===== src/rtl/core/kmc_pkg.sv =====
// Package for the k-means clustering block: sizes, action and result codes,
// and the request/response types of the shared divider.
// No dependencies.
package kmc_pkg;

    localparam int MAX_POINTS   = 1024;
    localparam int MAX_CLUSTERS = 16;
    localparam int MAX_DIMS     = 8;
    localparam int SAMPLE_WIDTH = 16;

    localparam int PT_W   = $clog2(MAX_POINTS);      // point index
    localparam int CNT_W  = PT_W + 1;                // point count
    localparam int CL_W   = $clog2(MAX_CLUSTERS);    // cluster index
    localparam int CLC_W  = CL_W + 1;                // cluster count
    localparam int DM_W   = $clog2(MAX_DIMS);        // coordinate index
    localparam int DMC_W  = DM_W + 1;                // coordinate count
    localparam int PT_AW  = PT_W + DM_W;             // point store address
    localparam int CEN_AW = CL_W + DM_W;             // centroid / sum address
    localparam int SUM_W  = 27;
    localparam int SQ_W   = 32;
    localparam int DIST_W = 36;
    localparam int ERR_W  = 48;
    localparam int ITER_W = 8;

    localparam logic [ERR_W-1:0] ERR_MAX = {ERR_W{1'b1}};

    localparam int DIV_NUM_W = SUM_W;
    localparam int DIV_DEN_W = CNT_W;

    typedef enum logic [1:0] {
        ACT_LOAD     = 2'd0,
        ACT_LABEL    = 2'd1,
        ACT_CENTROID = 2'd2
    } t_action;

    typedef enum logic [1:0] {
        KIND_STATUS   = 2'd0,
        KIND_LABEL    = 2'd1,
        KIND_CENTROID = 2'd2
    } t_kind;

    typedef enum logic [1:0] {
        CFG_CLUSTERS  = 2'd0,
        CFG_DIMS      = 2'd1,
        CFG_ITER_LIM  = 2'd2,
        CFG_THRESHOLD = 2'd3
    } t_cfg_index;

    typedef struct packed {
        logic                 start;
        logic [DIV_NUM_W-1:0] num;
        logic [DIV_DEN_W-1:0] den;
    } t_div_req;

    typedef struct packed {
        logic                 busy;
        logic                 done;
        logic [DIV_NUM_W-1:0] quo;
    } t_div_rsp;

endpackage


===== src/rtl/core/kmc_div.sv =====
// Unsigned restoring divider, one quotient bit per cycle.
// Depends on kmc_pkg for widths and the request/response types.
module kmc_div
    import kmc_pkg::*;
(
    input  logic     i_clk,
    input  logic     i_rst_n,
    input  t_div_req i_req,
    output t_div_rsp o_rsp
);

    localparam int STEPS = DIV_NUM_W;
    localparam int CW    = $clog2(STEPS + 1);

    logic [DIV_NUM_W-1:0] r_nq;
    logic [DIV_DEN_W-1:0] r_rem;
    logic [DIV_DEN_W-1:0] r_den;
    logic [CW-1:0]        r_cnt;
    logic                 r_busy;
    logic                 r_done;

    logic [DIV_DEN_W:0]   trial;
    logic                 ge;
    logic [DIV_DEN_W:0]   n_rem;

    // Shift in next dividend bit and try the subtract
    always_comb begin
        trial = {r_rem, r_nq[DIV_NUM_W-1]};
        ge    = trial >= {1'b0, r_den};
        n_rem = ge ? (trial - {1'b0, r_den}) : trial;
    end

    // Control
    always_ff @(posedge i_clk) begin
        if (!i_rst_n) begin
            r_busy <= 1'b0;
            r_done <= 1'b0;
            r_cnt  <= '0;
        end else begin
            r_done <= 1'b0;
            if (i_req.start) begin
                r_busy <= 1'b1;
                r_cnt  <= CW'(STEPS);
            end else if (r_busy) begin
                r_cnt <= r_cnt - 1'b1;
                if (r_cnt == CW'(1)) begin
                    r_busy <= 1'b0;
                    r_done <= 1'b1;
                end
            end
        end
    end

    // Datapath
    always_ff @(posedge i_clk) begin
        if (i_req.start) begin
            r_nq  <= i_req.num;
            r_rem <= '0;
            r_den <= i_req.den;
        end else if (r_busy) begin
            r_nq  <= {r_nq[DIV_NUM_W-2:0], ge};
            r_rem <= n_rem[DIV_DEN_W-1:0];
        end
    end

    assign o_rsp.busy = r_busy;
    assign o_rsp.done = r_done;
    assign o_rsp.quo  = r_nq;

endmodule

===== config.mk =====
export PLATFORM = sky130hd
export DESIGN_NAME = kmc_div
export DESIGN_NICKNAME = d
export VERILOG_FILES = /design/src/rtl/core/kmc_pkg.sv /design/src/rtl/core/kmc_div.sv
export SDC_FILE = /design/constraint.sdc
export NUM_CORES = 1
export LEC_CHECK = 0
export BUFFER_PORTS_ARGS = -buffer_cell sky130_fd_sc_hd__buf_2
export CAP_MARGIN = 20
export CORE_ASPECT_RATIO = 0.6
export CORE_MARGIN = 4
export CORE_UTILIZATION = 30
export CTS_CLUSTER_DIAMETER = 30
export CTS_CLUSTER_SIZE = 28
export DETAILED_ROUTE_END_ITERATION = 8
export PLACE_DENSITY_LB_ADDON = 0.05
export REMOVE_ABC_BUFFERS = 1
export SLEW_MARGIN = 20
export SYNTH_ARGS = -nofsm -noshare
export SYNTH_HDL_FRONTEND = slang
export SYNTH_SLANG_ARGS = --single-unit

===== constraint.sdc =====
create_clock -name i_clk -period 6.4 [get_ports i_clk]
set_input_delay 1.28 -clock i_clk [delete_from_list [all_inputs] [get_ports i_clk]]
set_output_delay 1.28 -clock i_clk [all_outputs]
set_load 0.005 [all_outputs]

==> impl_results.md <==
* Status: finished, final reports clean
* Mux share of post-synthesis cell area at 0.113
* Hold-fix buffers at CTS at 0
* NetSw at 0.211 mW
* Row cnt at 26
* Drt via density at 4.64
* WS Path Type: in -> reg
* CTS H-tree lvls at 2
* Worst Max-Slew Pin Slew at 1040 ps
* Combinational share of power at 0.164
* CTS Buffer Depth at 2
* Final hold vios at 0
* Overflow after GRT at 0
* Hold path cells at 2
* Min cycle time layout at 3060 ps
* Die width at 132 um
* Cell Pwr Density at 252 nW/um^2
* Post-Synth XOR/XNOR Area at 0.0316
* Fin crit share at 0.479
* Clk Tree Root Cell: clkbuf_16
* DRC violations left at 0
* Synth top area share at 0.412
* CP endpoint kind: register
* DR iter-0 viols at 78
* Layout cells sized above 1 at 0.361
* Diodes inserted at 0
* Skew final at 5.50 ps
* Setup WS pre-CTS at 2970 ps
* Clk pwr share at 0.317
* DPL Wire Length at 4.35 mm
* Die area at 10900 um^2
* Layout net count at 353
* Worst setup margin at 3340 ps
* Max cap viols at 0
* Slowest cell on the critical path: inv_1
* Setup TNS at 0 ps
* CTS tree: done
* Inserted Clock Buffers at 5
* Family with the most delay on the worst path: buffers and inverters
* Antenna viol nets, final at 0
* Hold Crit Class: reg -> reg
* Initial core utilization at 0.317
* Setup violations, final at 0
* GRT Util Overall at 0.115
* Reg power frac at 0.519
* Critical Path RT at 6320 ps
* RSZ-0062 raised after global routing: no
* WP data arrival at 2980 ps
* PostCTS Resize Cnt at 0
* P_int at 0.635 mW
* Die Y at 82.5 um
* Antenna violations before repair at 0
* Core Util, Final at 0.384
* Port bufs at 69
* Largest family of logic cells by synthesized area: compound AO/OA/AOI/OAI gates
* Global-route wire length before repair at 9.78 mm
* Yosys Warn Count at 0
* Slew headroom at 0.308
* Worst hold slack at 516 ps
* Post-CTS setup buffers at 0
* Max stage delay on crit path at 820 ps
* Post-Syn Instances at 230
* Max VDD drop at 0.108 mV
* Synth top area cells: edfxtp_1 (41%), dfxtp_1 (13%), mux2_2 (11%)
* Number of global-route vias before repair at 1880
* Crit path depth at 4
* CP bufs+invs at 3
* Drt total wl at 5.91 mm
* Core area at 8750 um^2
* Synth Area in Compound Gates at 0.118
* Reg clk slew, reported paths at 70 ps
* Max Slew Vio Count at 0
* Post-synthesis sequential area ratio at 0.542
* Detailed-route via count at 1909
* Cells along the critical path: buf_2, buf_4, nor2_1, inv_1
* Largest area contributor in the netlist: edfxtp_1
* Synth Register Bits at 56
* Skew-Pair Late Insertion Delay at 290 ps
* Startpoint types: primary input
* Post-synthesis cell type count at 41
* # clock sinks at 56
* Fmax at 0.327 GHz
* Pin count of the biggest net entering global routing at 54
* Leakage power at 1.40 nW
* Synthesized cell area at 2770 um^2
* Avg WL per Cell at 14.4 um
* Syn Area/Cell at 12.0 um^2
* Crit path max fanout at 53
* Area grow syn2layout at 21.2%
* Simple-Gate Fraction of Synth Area at 0.0876
* Adder-Cell Fraction of Synth Area at 0.0659
* Switching portion of total power at 0.250
* GPL Wtd Cong at 0.746
* Reg2Reg Depth at 9
* TritonRoute pass-1 iters at 4
* # IOs at 70
[sequential cells by signal, summed over array words and instances, names as in the netlist]
register	flops
r_rem	11
r_nq	27
r_done	1
r_busy	1
r_den	11
r_cnt	5
[Yosys cell counts]
| library cell | n |
|---|---|
| a311oi_1 | 4 |
| fa_1 | 1 |
| or4b_2 | 1 |
| o21ai_0 | 9 |
| mux2i_1 | 1 |
| ha_1 | 13 |
| nand2b_1 | 5 |
| o31ai_1 | 3 |
| nor2b_1 | 1 |
| xor2_1 | 7 |
| edfxtp_1 | 38 |
| a211oi_1 | 2 |
| a21o_4 | 1 |
| o21bai_1 | 2 |
| nor4b_1 | 2 |
| a21o_1 | 1 |
| o311ai_0 | 1 |
| o21a_1 | 1 |
| nand2_1 | 10 |
| xnor2_1 | 3 |
| nor3_1 | 4 |
| mux2_2 | 27 |
| nand3_1 | 3 |
| nor2_1 | 17 |
| a21oi_1 | 11 |
| buf_1 | 3 |
| a2111o_1 | 2 |
| clkbuf_1 | 4 |
| buf_6 | 1 |
| a32oi_1 | 4 |
| a22o_1 | 1 |
| o211ai_1 | 2 |
| inv_1 | 17 |
| nor3b_1 | 2 |
| o31a_2 | 1 |
| buf_4 | 2 |
| o21ai_2 | 1 |
| or3_1 | 1 |
| nand4_1 | 2 |
| and2b_1 | 1 |
| dfxtp_1 | 18 |
[power by group through the flow]
stage | combinational (mW) | clock (mW) | sequential (mW)
final | 0.139 | 0.268 | 0.439
after CTS | 0.141 | 0.280 | 0.440
after global placement | 0.141 | 0 | 0.448
after detailed placement | 0.141 | 0 | 0.447
after floorplan | 0.0806 | 0 | 0.448
after global routing | 0.158 | 0.291 | 0.444
[metal layers]
layer / track usage / part of all wire / wire, um / vias up
li1: - / - / - / 983
met1: 0.167 / 0.55 / 3250 / 877
met2: 0.161 / 0.39 / 2310 / 42
met3: 0.0363 / 0.047 / 279 / 7
met4: 0.0346 / 0.011 / 65 / 0
met5: 0 / 0 / 0 / -
[cell families (layout without fill, tap and decap cells)]
| logic type | after synthesis | after routing |
|---|---|---|
| compound gates | 46 | 46 |
| xor+xnor | 10 | 10 |
| fa+ha+maj | 14 | 14 |
| buf+inv | 27 | 96 |
| flops | 56 | 56 |
| mux | 28 | 28 |
| simple gates | 49 | 49 |
[final timing paths]
kind                                 from       end  slack [ps]
worst min-delay path             r_rem[3]  r_rem[4]         520
worst max-delay path            i_req[38]   r_nq[3]        3340
worst max register to register   r_nq[26]  r_rem[1]        3840
worst min register to register   r_rem[3]  r_rem[4]         520
[worst min-delay path, cell delays in order, from the launching register on]
cell,delay (ps)
dfxtp_1,330
nand2_1,60
a311oi_1,70
[layout by cell type (no fill, tap or decap), types with 2 or more instances in the layout]
cell type  instances
xnor2_1            3
o21bai_1           2
a211oi_1           2
nand3_1            3
a311oi_1           4
a32oi_1            4
ha_1              13
inv_1             17
nand2b_1           5
nor2_1            17
nand4_1            2
o211ai_1           2
edfxtp_1          38
buf_4              2
nor4b_1            2
xor2_1             7
a2111o_1           2
mux2_2            27
buf_2             69
nor3_1             4
clkbuf_16          5
o21ai_0            9
nor3b_1            2
nand2_1           10
dfxtp_1           18
o31ai_1            3
a21oi_1           11
[layout make-up]
type	instances	area (um^2)
clock buffers	6	129
well taps	112	140
repair buffers	71	360
inverters	17	63.8
flip-flops and latches	56	1500
multi-input cells	147	1150
fillers	869	5390
clock inverters	2	11.3
[per-stage QoR]
step	power, mW	area (um^2)	cells
6_report	0.846	3360	411
5_1_grt	0.893	3360	411
4_1_cts	0.861	3360	411
3_5_place_dp	0.588	3220	403
3_3_place_gp	0.589	3220	403
2_1_floorplan	0.528	2720	220
Note: power is estimated with default switching activity, not from simulation.
